File: src/hdl/dcd_pkg.sv
// shared types and constants of the chunk dispatcher
`timescale 1ns / 1ps

package dcd_pkg;

  localparam int DEV_W   = 4;
  localparam int CIDX_W  = 10;
  localparam int FIELD_W = 32;
  localparam int CFG_IDX_W = 2;

  typedef enum logic [1:0] {
    CMD_START    = 2'd0,
    CMD_REQUEST  = 2'd1,
    CMD_COMPLETE = 2'd2,
    CMD_DISPATCH = 2'd3
  } cmd_t;

  typedef enum logic [1:0] {
    STATUS_OK         = 2'd0,
    STATUS_RING_FULL  = 2'd1,
    STATUS_TABLE_FULL = 2'd2
  } status_t;

  typedef enum logic [CFG_IDX_W-1:0] {
    REG_TOTAL_SIZE       = 2'd0,
    REG_CHUNK_SIZE       = 2'd1,
    REG_FIRST_CHUNK_SIZE = 2'd2
  } cfg_reg_t;

  typedef struct packed {
    cmd_t              command;
    logic [DEV_W-1:0]  device_id;
    logic [CIDX_W-1:0] chunk_index;
  } in_req_t;

  typedef struct packed {
    logic               dispatch_valid;
    logic [DEV_W-1:0]   out_device;
    logic [CIDX_W-1:0]  out_chunk_index;
    logic [FIELD_W-1:0] chunk_offset;
    logic [FIELD_W-1:0] chunk_length;
    logic               request_popped;
    logic               queued;
    logic               all_done;
    status_t            status;
  } out_rsp_t;

  typedef struct packed {
    logic clear;
    logic push;
    logic pop;
  } ring_ctrl_t;

  typedef struct packed {
    logic full;
    logic empty;
  } ring_stat_t;

endpackage

File: src/hdl/dcd_request_ring.sv
// circular queue of pending device requests
`timescale 1ns / 1ps

module dcd_request_ring #(
  parameter int RING_DEPTH = 32
) (
  input  logic                      clk,
  input  logic                      rst_n,
  input  dcd_pkg::ring_ctrl_t       ctrl,
  input  logic [dcd_pkg::DEV_W-1:0] push_dev,
  output dcd_pkg::ring_stat_t       stat,
  output logic [dcd_pkg::DEV_W-1:0] head_dev
);

  localparam int PTR_W = (RING_DEPTH > 1) ? $clog2(RING_DEPTH) : 1;
  localparam int CNT_W = $clog2(RING_DEPTH + 1);
  localparam logic [PTR_W-1:0] PTR_LAST = PTR_W'(RING_DEPTH - 1);
  localparam logic [CNT_W-1:0] CNT_FULL = CNT_W'(RING_DEPTH);

  logic [dcd_pkg::DEV_W-1:0] ring_r [RING_DEPTH];
  logic [PTR_W-1:0]          wr_ptr_r;
  logic [PTR_W-1:0]          rd_ptr_r;
  logic [CNT_W-1:0]          count_r;

  assign stat.full  = (count_r == CNT_FULL);
  assign stat.empty = (count_r == '0);
  assign head_dev   = ring_r[rd_ptr_r];

  always_ff @(posedge clk) begin
    if (!rst_n) begin
      wr_ptr_r <= '0;
      rd_ptr_r <= '0;
      count_r  <= '0;
    end else if (ctrl.clear) begin
      wr_ptr_r <= '0;
      rd_ptr_r <= '0;
      count_r  <= '0;
    end else if (ctrl.push) begin
      wr_ptr_r <= (wr_ptr_r == PTR_LAST) ? '0 : wr_ptr_r + 1'b1;
      count_r  <= count_r + 1'b1;
    end else if (ctrl.pop) begin
      rd_ptr_r <= (rd_ptr_r == PTR_LAST) ? '0 : rd_ptr_r + 1'b1;
      count_r  <= count_r - 1'b1;
    end
  end

  always_ff @(posedge clk) begin
    if (ctrl.push && !ctrl.clear) begin
      ring_r[wr_ptr_r] <= push_dev;
    end
  end

endmodule

File: config.mk
export PLATFORM = sky130hd
export DESIGN_NAME = dcd_request_ring
export DESIGN_NICKNAME = d
export VERILOG_FILES = /design/src/hdl/dcd_pkg.sv /design/src/hdl/dcd_request_ring.sv
export SDC_FILE = /design/constraint.sdc
export NUM_CORES = 1
export LEC_CHECK = 0
export BUFFER_PORTS_ARGS = -buffer_cell sky130_fd_sc_hd__buf_4
export CAP_MARGIN = 10
export CORE_ASPECT_RATIO = 0.9
export CORE_MARGIN = 2
export CORE_UTILIZATION = 35
export DETAILED_ROUTE_END_ITERATION = 10
export GPL_TIMING_DRIVEN = 0
export PLACE_DENSITY = 0.5
export SETUP_SLACK_MARGIN = 0.15
export SLEW_MARGIN = 10
export SYNTH_ARGS = -nofsm -noshare
export SYNTH_HDL_FRONTEND = slang
export SYNTH_SLANG_ARGS = --single-unit
File: constraint.sdc
create_clock -name clk -period 3.8 [get_ports clk]
set_clock_uncertainty 0.1 [all_clocks]
set_input_delay 0.76 -clock clk [delete_from_list [all_inputs] [get_ports clk]]
set_output_delay 0.76 -clock clk [all_outputs]
set_load 0.1 [all_outputs]
# Word level (Yosys, flattened, before mapping)
# Memories as Yosys holds them, arrays and structs flattened. A register that Yosys moved wholly into a read port is not among the register bits.
# Cells that the tools add are included.
# totals
register_bits,16
ram_bits,128
inputBits,9
out_inout_bits,6
word_cells,27
n_memories,1
# memory_table
name,words,word_bits,read_ports,rd_clocked_by_memory_dff,write_ports,line_no,source
ring_r,32,4,1,1,1,dcd_request_ring.sv:20,logic [dcd_pkg::DEV_W-1:0] ring_r [RING_DEPTH];
# classes
n_addsub,4
eq_ne,3
n_mux,8
bitwise_logic,2
reduce_logical,6
# ops
op,count
$mux W5,4
$mux W6,2
$add A5 B1 Y5 const B,2
$eq A5 B5 Y1 const B,2
$add A6 B1 Y6 const B,1
$eq A6 B6 Y1 const B,1
$logic_not A6 Y1,1
$sub A6 B1 Y6 const B,1
$mux W1,2
$not A1 Y1,2
$reduce_and A2 Y1,1
$reduce_bool A2 Y1,1
$reduce_or A2 Y1,1
$logic_and A1 B1 Y1,1
$logic_not A1 Y1,1

# Depth between registers and ports, before layout
# Gate-level depths: netlist of run 1.
# depth
word_depth,4
depth_mapped,7

# Least setup slack after synthesis of run 1
# Ideal clock, no wire load.
# synth_timing
path_kind,flip-flop to output port
start,reg count_r[0]
end,out stat[1] in the netlist's numbering
arrival_time_ns,3.104
t_required_ns,2.940
slack_ns,-0.164
path_stages_with_launch,3
path_cell_list,dfxtp_1 or4_1 nor3b_1
# synth_lines
element,line_no,source
"start, declared",dcd_request_ring.sv:23,logic [CNT_W-1:0] count_r;
"start signal, assigned",dcd_request_ring.sv:40,count_r <= count_r + 1'b1;
"start signal, assigned",dcd_request_ring.sv:43,count_r <= count_r - 1'b1;
"end, declared",dcd_request_ring.sv:11,"output dcd_pkg::ring_stat_t stat,"

==> reports/results.ini, run 1 <==
[synth]
avgSynthCellArea_um2 = 15.43
synth_compound_area_share_pct = 5.545
synth_edf_count = 128
synth_area_leaders = edfxtp_1, dfxtp_1, mux2i_1
syn_area_um2 = 6205
synth_seq_cells = 149
ys_top_cells_by_count = edfxtp_1, nor2_1, mux2i_1
synth_fa_ha_area_share_pct = 2.541
synth_top_area_cell = edfxtp_1
muxShareOfSynthArea_pct = 12.28
syn-num-nets = 423
synth_top_area_share_pct = 61.95
synthCells = 402
ys.flop_type = edfxtp_1
synth_xor_area_share_pct = 0.4235
yosysWarningCount = 0
ys_seq_area_share_pct = 68.72
netlist-cell-type-count = 49
synth_most_common_cell = edfxtp_1
synth-simple-area-share_pct = 8.893
synth-async-reset-ratio_pct = 0
synth_top_family_by_area = multiplexers

[worst_setup_path]
end_kind = output pin
arrival_ns = 2.56
start_kind = flop
cp_data_required_time_ns = 2.94
critPathBufInv = 2
setup.worst_path.class = flop to output pin
cpPeakStageDelay_ns = 0.61
critPathTopFamily = multiplexers
crit_slowest_cell = mux4_1
crit_chain = buf_6, mux4_1, a22o_1, a221oi_1, nand3_1, buf_4
critPathMaxFanout = 10
ff2ff_setup_slack_ns = 1.77

[clock_network]
clockBufferDepth = 2
cts_setup_buffers = 0
clock_latency_ns = 0.42
root_buffer = clkbuf_16
cts_buffers = 17
clk_pin_slew_ns = 0.06
cts_tree = done
postCtsHoldBufs = 0
clock_sinks = 149
htreeDepth = 4

[finish]
final_nets = 456
drive_above_1_share_pct = 14.06
fin_util_pct = 41.33
design_area_um2 = 7232
diodes = 0
n_fill_cell = 1623
syn2layout_area_growth_pct = 16.56
final_cells = 688

[timing]
worst_slew_pin_slew_ns = 0.6427
min_period_over_period_pct = 89.98
post-route-min-period_ns = 3.419
slew_headroom_pct = 56.99
fin_setup_tns_ns = 0
slew_violations = 0
rsz0062_at_grt = false
finalSetupViolations = 0
finalHoldViolations = 0
max_freq_ghz = 0.2925

[floorplan]
rows = 46
die-area_um2 = 18810
die_h_um = 130.3
pin_count = 15
die_x_um = 144.3
start_util_pct = 35.46
core_area_um2 = 17500

[job]
drv_cap = 0

[route]
routed_wl_mm = 12.95
vias = 3369
first_pass_iters = 4
first_iter_violations = 235
drc = 0
wl_per_cell_um = 18.82
via_per_inst = 4.897
antenna_left = 0

[global_routing]
grt.met3_usage_pct = 4.294
met1_usage_pct = 20.63
grt_pass1_wl_mm = 19.75
antenna_found_initial = 0
overflow = 0
met2_usage_pct = 22.67
grt_pass1_vias = 3451
grt_usage_pct = 14.86
grt_max_degree = 33
grt.busiest_layer = met2

[power_and_ir_drop]
p_leak_uw = 0.002384
powerDensity_nw_per_um2 = 502.4
vdd_drop_max_v = 0.0002984

[placement]
placed_cell_area_um2 = 6620
dp_hpwl_mm = 8.833
portBuffers = 14
placedCellCount = 656
routabilityCongestion = 0.8108

[min_path]
hold_class = flop to flop

[run_status]
status = complete, no violations

==> worst paths after layout <==
check / from / endpoint / cells past startpoint
max: flop / head_dev[1] / 6
min: count_r[3] / count_r[3] / 2
max reg2reg: count_r[1] / count_r[5] / 5
min reg2reg: count_r[3] / count_r[3] / 2
==> tightest hold or removal path: stages (launching register included) <==
cell and delay (ns):
dfxtp_1 0.32, nand2_1 0.06, a21oi_1 0.05
==> cell type report <==
cell class	instances	area, um^2	share of cell area (%)
plain buffers	17	88.84	1.228
clock buffers	26	553.0	7.647
clock inverters	6	57.56	0.7958
inverters	3	11.26	0.1557
multi-input cells	233	1852	25.61
flip-flops and latches	149	4264	58.96
well taps	240	300.3	4.152
repair buffers	14	105.1	1.453
==> layout by cell type, fill, tap and decap left out, drive strengths merged, types with 4 or more instances in the layout <==
cell    synthesis  routed
nand3          14      14
clkbuf          8      35
mux4           16      16
ha             11      11
nor3            6       6
nand2          19      19
o21ai           4       4
buf             9      22
inv             3       5
a22oi           9       9
mux2i          36      36
edfxtp        128     128
a22o            5       5
a221oi          4       4
dfxtp          21      21
and3            4       4
a21oi          17      17
nor2           52      52
==> repair_timing <==
action / in CTS / in global routing
setup endpoints to repair: 0 / 2
gates resized for setup: 0 / 1
endpoints found under the hold margin: 0 / 0
==> flip-flops by register name, summed over array words and instances (netlist names), named ones only <==
register	flops
wr_ptr_r	5
ring_r	128
rd_ptr_r	5
count_r	6
==> through the flow <==
step                power [uW]  hold slack (ns)  setup WS (ns)
detailed placement        1980           0.3689         0.5137
CTS                       3670           0.3768         0.2006
global placement          1977           0.3603         0.5172
global route              3746           0.4332         0.1978
finish                    3633           0.3788         0.3808
floorplan                 1923           0.3430         0.7496
==> metal layers <==
layer	share of wire (%)	wire, um
met5	0	0
met3	3.5	450
met4	0.79	102
met1	50	6408
met2	46	5984
==> power by group <==
part | internal, uW | switching [uW] | total (uW)
Combinational | 43.4 | 110 | 153
Sequential | 1780 | 7.61 | 1790
Clock | 1070 | 622 | 1690
==> logic make-up after synthesis <==
| kind of cell | count (synthesis) |
|---|---|
| DFF | 149 |
| and+or+nand+nor | 117 |
| muxes | 52 |
| AOI/OAI and AO/OA | 49 |
| buffers and inverters | 20 |
| adders and majority gates | 12 |
| xor gates and xnor gates | 3 |
No activity file was read; power rests on OpenSTA's default activity.
==> run 2: changes to the inputs <==
clock period = 3.19 ns   (was 3.8 ns; I/O delays follow)
==> reports/results.ini, run 2 (synthesis results as in run 1) <==
[clock_network]
cts_buffers = 17  ; unchanged
clk_pin_slew_ns = 0.06  ; about the same
cts_tree = done
clock_sinks = 149  ; unchanged
root_buffer = clkbuf_16
clockBufferDepth = 2  ; unchanged
htreeDepth = 4  ; unchanged
clock_latency_ns = 0.42  ; about the same

[worst_setup_path]
start_kind = flop
critPathMaxFanout = 5  ; -5
setup.worst_path.class = flop to output pin
end_kind = output pin
reg2regPathDepth = 5  ; unchanged
ff2ff_setup_slack_ns = 1.17  ; -0.60 ns
cp_data_required_time_ns = 2.45  ; -0.49 ns
r2r_start = count_r[1]
r2r_end = count_r[5]
arrival_ns = 2.31  ; -0.25 ns

[floorplan]
die_h_um = 130.3  ; unchanged
die_x_um = 144.3  ; unchanged
pin_count = 15  ; unchanged
die-area_um2 = 18810  ; unchanged
core_area_um2 = 17500  ; unchanged
start_util_pct = 35.46  ; unchanged
rows = 46  ; unchanged

[route]
first_pass_iters = 4  ; unchanged
via_per_inst = 4.936  ; +0.81%
first_iter_violations = 245  ; +4.3%
wl_per_cell_um = 19.11  ; +1.6%
vias = 3416  ; +1.4%
routed_wl_mm = 13.22  ; +2.1%
antenna_left = 0  ; unchanged
drc = 0  ; unchanged

[finish]
top_regs = ring_r (128), count_r (6)
final_nets = 460  ; +0.88%
top_register = ring_r
mostFrequentLayoutCell = edfxtp_1
drive_above_1_share_pct = 18.81  ; +4.7 points
syn2layout_area_growth_pct = 19.38
fin_util_pct = 42.33  ; +1.0 points
final_cell_mix = edfxtp_1, nor2_1, mux2i_1
largest_register_ffs = 128  ; unchanged
diodes = 0  ; unchanged

[power_and_ir_drop]
report.power.total_uw = 4341  ; +19%
vdd_drop_max_v = 0.0003575  ; +20%
powerDensity_nw_per_um2 = 586.1  ; +17%
p_leak_uw = 0.002444  ; +2.5%

[global_routing]
met1_usage_pct = 20.61  ; about the same
grt_max_degree = 33  ; unchanged
overflow = 0  ; unchanged
grt.busiest_layer = met2
grt.met3_usage_pct = 4.257  ; -0.037 points
antenna_found_initial = 0  ; unchanged
grt_usage_pct = 14.94  ; +0.080 points
grt_pass1_vias = 3466  ; +0.43%
grt_pass1_wl_mm = 19.86  ; +0.56%
met2_usage_pct = 23.00  ; +0.33 points

[timing]
slew_violations = 0  ; unchanged
fin_setup_tns_ns = 0  ; unchanged
slew_headroom_pct = 53.32  ; -3.7 points
worst_slew_pin_slew_ns = 0.6987  ; +0.05596 ns
max_freq_ghz = 0.3276
post-route-min-period_ns = 3.052
min_period_over_period_pct = 95.68
finalHoldViolations = 0  ; unchanged
finalSetupViolations = 0  ; unchanged
rsz0062_at_grt = true
setup_ws_ns = 0.1379  ; -0.2430 ns

[placement]
portBuffers = 14  ; unchanged
place_ws_ns = 0.02572  ; -0.4880 ns
routabilityCongestion = 0.8108  ; unchanged
dp_hpwl_mm = 8.833  ; unchanged

[min_path]
hold_class = flop to flop
whs_path_depth = 2  ; unchanged
hold_end = count_r[3]
hold_start = count_r[3]

[run_status]
status = complete, no violations

[job]
drv_cap = 0  ; unchanged

run 2: cell types whose count changed in the layout (fill, tap and decap cells not counted), sizes merged:
cell,delta
clkbuf,+1
buf,+3
run 2: stage by stage:
step / cells / hold slack, ns / instance area (um^2)
after detailed placement: 656 / 0.3689 / 6620
after global routing: 692 / 0.4332 / 7407
final: 692 / 0.3790 / 7407
after CTS: 690 / 0.3768 / 7289
after global placement: 656 / 0.3603 / 6620
after floorplan: 402 / 0.3430 / 6215
run 2: how the worst max path moves through the flow:
stage | startpoint | cells past startpoint | end
2_1_floorplan | flop | 5 | head_dev[2]
3_3_place_gp | ctrl[1] | 8 | count_r[5]
3_5_place_dp | ctrl[1] | 8 | count_r[5]
4_1_cts | flop | 6 | head_dev[2]
5_1_grt | flop | 6 | head_dev[2]
6_report | flop | 6 | head_dev[2]
run 2: critical path, cell delays in order, from the launching register on:
cell	delay [ns]
dfxtp_4	0.38
buf_12	0.13
mux4_2	0.53
a22o_1	0.26
a221oi_2	0.26
nand3_2	0.14
buf_12	0.19
run 2: where the power goes:
part / internal, uW / total, uW / switching [uW]
clock network: 1270 / 2010 / 740
logic: 62.4 / 197 / 134
registers: 2120 / 2130 / 9.16
total: 3460 / 4340 / 884
run 2: cell type report:
class	instances	area, um^2
Fill cell	1619	10090
Inverter	3	11.26
Buffer	17	111.4
Tap cell	240	300.3
Clock inverter	6	57.56
Clock buffer	26	553.0
Multi-Input combinational cell	233	1886
Timing Repair Buffer	18	220.2
Sequential cell	149	4268
run 2: routing by layer:
metal | part of all wire (%) | wire length [um]
met1 | 49 | 6416
met3 | 5.2 | 693
met4 | 0.96 | 127
met5 | 0 | 0
met2 | 45 | 5985
run 2: timing repair:
action / 4_1_cts / 5_1_grt
hold endpoints to repair: 0 / 0
cloned: 0 / 2
resized for setup: 22 / 19
hold buffers: 0 / 0
buffers inserted: 2 / 0
endpoints found under the setup margin: 4 / 4
pin swaps: 3 / 7
==> run 3: changes to the inputs <==
ABC_AREA = 1   (was not set)
==> reports/results.ini, run 3 <==
[route]
vias = 4363  ; +28%
wl_per_cell_um = 17.54  ; -8.2%
antenna_left = 0  ; unchanged
routed_wl_mm = 15.68  ; +19%
first_pass_iters = 5  ; +1
via_per_inst = 4.880  ; -1.1%
first_iter_violations = 293  ; +20%
drc = 0  ; unchanged

[synth]
avgSynthCellArea_um2 = 10.57  ; -32%
synthCells = 608  ; +51%
synth_top_area_share_pct = 59.84  ; -2.1 points
syn-num-nets = 629  ; +49%
syn_area_um2 = 6424  ; +3.5%
synth_edf_count = 128  ; unchanged
netlist-cell-type-count = 23  ; -53%
synth_area_leaders = edfxtp_1, nand2_1, nand3_1
yosysWarningCount = 0  ; unchanged
synth-async-reset-ratio_pct = 0  ; unchanged
synth_seq_cells = 149  ; unchanged
synth_top_area_cell = edfxtp_1
synth_most_common_cell = nand2_1
ys_top_cells_by_count = nand2_1, edfxtp_1, nand3_1
ys_seq_area_share_pct = 66.38  ; -2.3 points
ys.flop_type = edfxtp_1

[finish]
multi_input_area_um2 = 1868  ; -0.93%
top_regs = ring_r (128), count_r (6)
drive_above_1_share_pct = 11.47  ; -7.3 points
top_register = ring_r
largest_register_ffs = 128  ; unchanged
final_nets = 662  ; +44%
final_cells = 894  ; +29%
final_cell_mix = nand2_1, edfxtp_1, nand3_1
seqCellArea_um2 = 4264  ; about the same
mostFrequentLayoutCell = nand2_1
diodes = 0  ; unchanged
n_fill_cell = 1694  ; +4.6%
syn2layout_area_growth_pct = 15.02

[timing]
worst_slew_pin_slew_ns = 0.6759  ; -0.02280 ns
rsz0062_at_grt = false
setup_ws_ns = 0.3004  ; +0.1626 ns
holdWs_ns = 0.4039  ; +0.02500 ns
fin_setup_tns_ns = 0  ; unchanged
min_period_over_period_pct = 90.58  ; -5.1 points
slew_violations = 0  ; unchanged
finalSetupViolations = 0  ; unchanged
finalHoldViolations = 0  ; unchanged
max_freq_ghz = 0.3461  ; +5.6%
post-route-min-period_ns = 2.890  ; -0.1626 ns
slew_headroom_pct = 54.81  ; +1.5 points

[clock_network]
clock_sinks = 149  ; unchanged
postCtsHoldBufs = 0  ; unchanged
cts_tree = done
clock_latency_ns = 0.42  ; about the same
htreeDepth = 4  ; unchanged
clk_pin_slew_ns = 0.06  ; about the same
root_buffer = clkbuf_16
cts_buffers = 17  ; unchanged
clockBufferDepth = 2  ; unchanged

[power_and_ir_drop]
p_leak_uw = 0.002783  ; +14%
pwr-share-clk_pct = 43.4  ; -3.0 points
report.power.total_uw = 4294  ; -1.1%
p_sw_share_pct = 23.33  ; +3.0 points
vdd_drop_max_v = 0.0003717  ; +4.0%
powerDensity_nw_per_um2 = 581.2  ; -0.83%
seqPwrFrac_pct = 49.7  ; +0.6 points
p_switching_uw = 1002  ; +13%
internal_power_uw = 3293  ; -4.8%
combPwrFrac_pct = 6.8  ; +2.3 points

[floorplan]
start_util_pct = 36.12  ; +0.66 points
die-area_um2 = 19450  ; +3.4%
rows = 46  ; unchanged
core_area_um2 = 17780  ; +1.6%
die_h_um = 132.5  ; +1.7%
die_x_um = 146.8  ; +1.7%
pin_count = 15  ; unchanged

[global_routing]
grt.met3_usage_pct = 4.517  ; +0.26 points
grt_pass1_wl_mm = 24.41  ; +23%
grt_pass1_vias = 4261  ; +23%
met2_usage_pct = 26.84  ; +3.8 points
overflow = 0  ; unchanged
antenna_found_initial = 0  ; unchanged
met1_usage_pct = 23.54  ; +2.9 points
grt_max_degree = 33  ; unchanged
grt_usage_pct = 17.01  ; +2.1 points
grt.busiest_layer = met2

[worst_setup_path]
cp_data_required_time_ns = 2.45  ; about the same
end_kind = output pin
arrival_ns = 2.15  ; -0.16 ns
setup.worst_path.class = flop to output pin
start_kind = flop
critPathMaxFanout = 10  ; +5

[run_status]
status = complete, no violations

[min_path]
hold_class = flop to flop

[placement]
routabilityCongestion = 0.8563  ; +5.6%
portBuffers = 14  ; unchanged
place_ws_ns = 0.7241  ; +0.6984 ns
dp_hpwl_mm = 10.61  ; +20%
placedCellCount = 862  ; +31%

[job]
drv_cap = 0  ; unchanged

-- run 3: changes by cell type after synthesis, sizes merged, moves of 5 or more --
| cell | previous run | this run |
|---|---|---|
| clkbuf | 8 | 3 |
| a22oi | 9 | 0 |
| inv | 3 | 23 |
| o21ai | 4 | 10 |
| mux2i | 36 | 0 |
| a21oi | 17 | 9 |
| nand2 | 19 | 205 |
| buf | 9 | 21 |
| nand3 | 14 | 109 |
| mux4 | 16 | 0 |
| a22o | 5 | 0 |
-- run 3: power by group through the flow --
stage	Clock, uW	Combinational (uW)	Sequential (uW)
2_1_floorplan	0	192	2180
3_3_place_gp	0	292	2180
3_5_place_dp	0	294	2180
4_1_cts	1900	295	2140
5_1_grt	1980	324	2140
6_report	1870	293	2140
-- run 3: critical path: stages (launching register included) --
cell and delay, ns:
dfxtp_1 0.30, buf_2 0.18, inv_1 0.25, buf_6 0.19
nand3_1 0.12, nand2_1 0.13, nand2_1 0.06, nand2_1 0.06
nand2_1 0.05, nand2_1 0.08, buf_4 0.29
-- run 3: path summary, 6_finish.rpt --
kind / from / end / slack [ns] / cells past startpoint
min reg2reg: rd_ptr_r[4] / flop / 0.40 / 2
max reg2reg: wr_ptr_r[0] / ring_r[31][3] / 1.10 / 3
max: flop / head_dev[2] / 0.30 / 10
min: rd_ptr_r[4] / flop / 0.40 / 2
-- run 3: through the flow --
stage | utilization [%] | area [um^2]
2_1_floorplan | - | 6429
3_3_place_gp | 38.43 | 6834
3_5_place_dp | 38.43 | 6834
4_1_cts | 41.51 | 7382
5_1_grt | 41.54 | 7388
6_report | 41.54 | 7388
-- run 3: logic make-up (layout without fill, tap and decap cells) --
| family | Yosys count | in the layout | share of synthesized area [%] |
|---|---|---|---|
| AOI/OAI and AO/OA | 19 | 19 | 1.480 |
| xor gates and xnor gates | 5 | 5 | 0.6819 |
| adders and majority gates | 12 | 12 | 2.454 |
| buffers and inverters | 47 | 93 | 4.616 |
| DFF | 149 | 149 | 66.38 |
| and+or+nand+nor | 376 | 376 | 24.39 |
-- run 3: final cells by class --
class	count	area share [%]
plain buffers	24	2.879
clock buffers	19	5.995
clock inverters	13	1.423
inverters	23	1.169
multi-input cells	412	25.28
flip-flops and latches	149	57.71
well taps	240	4.064
repair buffers	14	1.473
-- run 3: routing by layer --
layer / up-vias / wire length [um]
li1: 2144 / -
met1: 2116 / 7458
met2: 92 / 7351
met3: 11 / 721
met4: 0 / 146
met5: - / 0
-- run 3: what timing repair did --
action / in CTS / in global routing
endpoints found under the hold margin: 0 / 0
setup buffers: 0 / 0
gates resized for setup: 0 / 2
endpoints found under the setup margin: 0 / 2
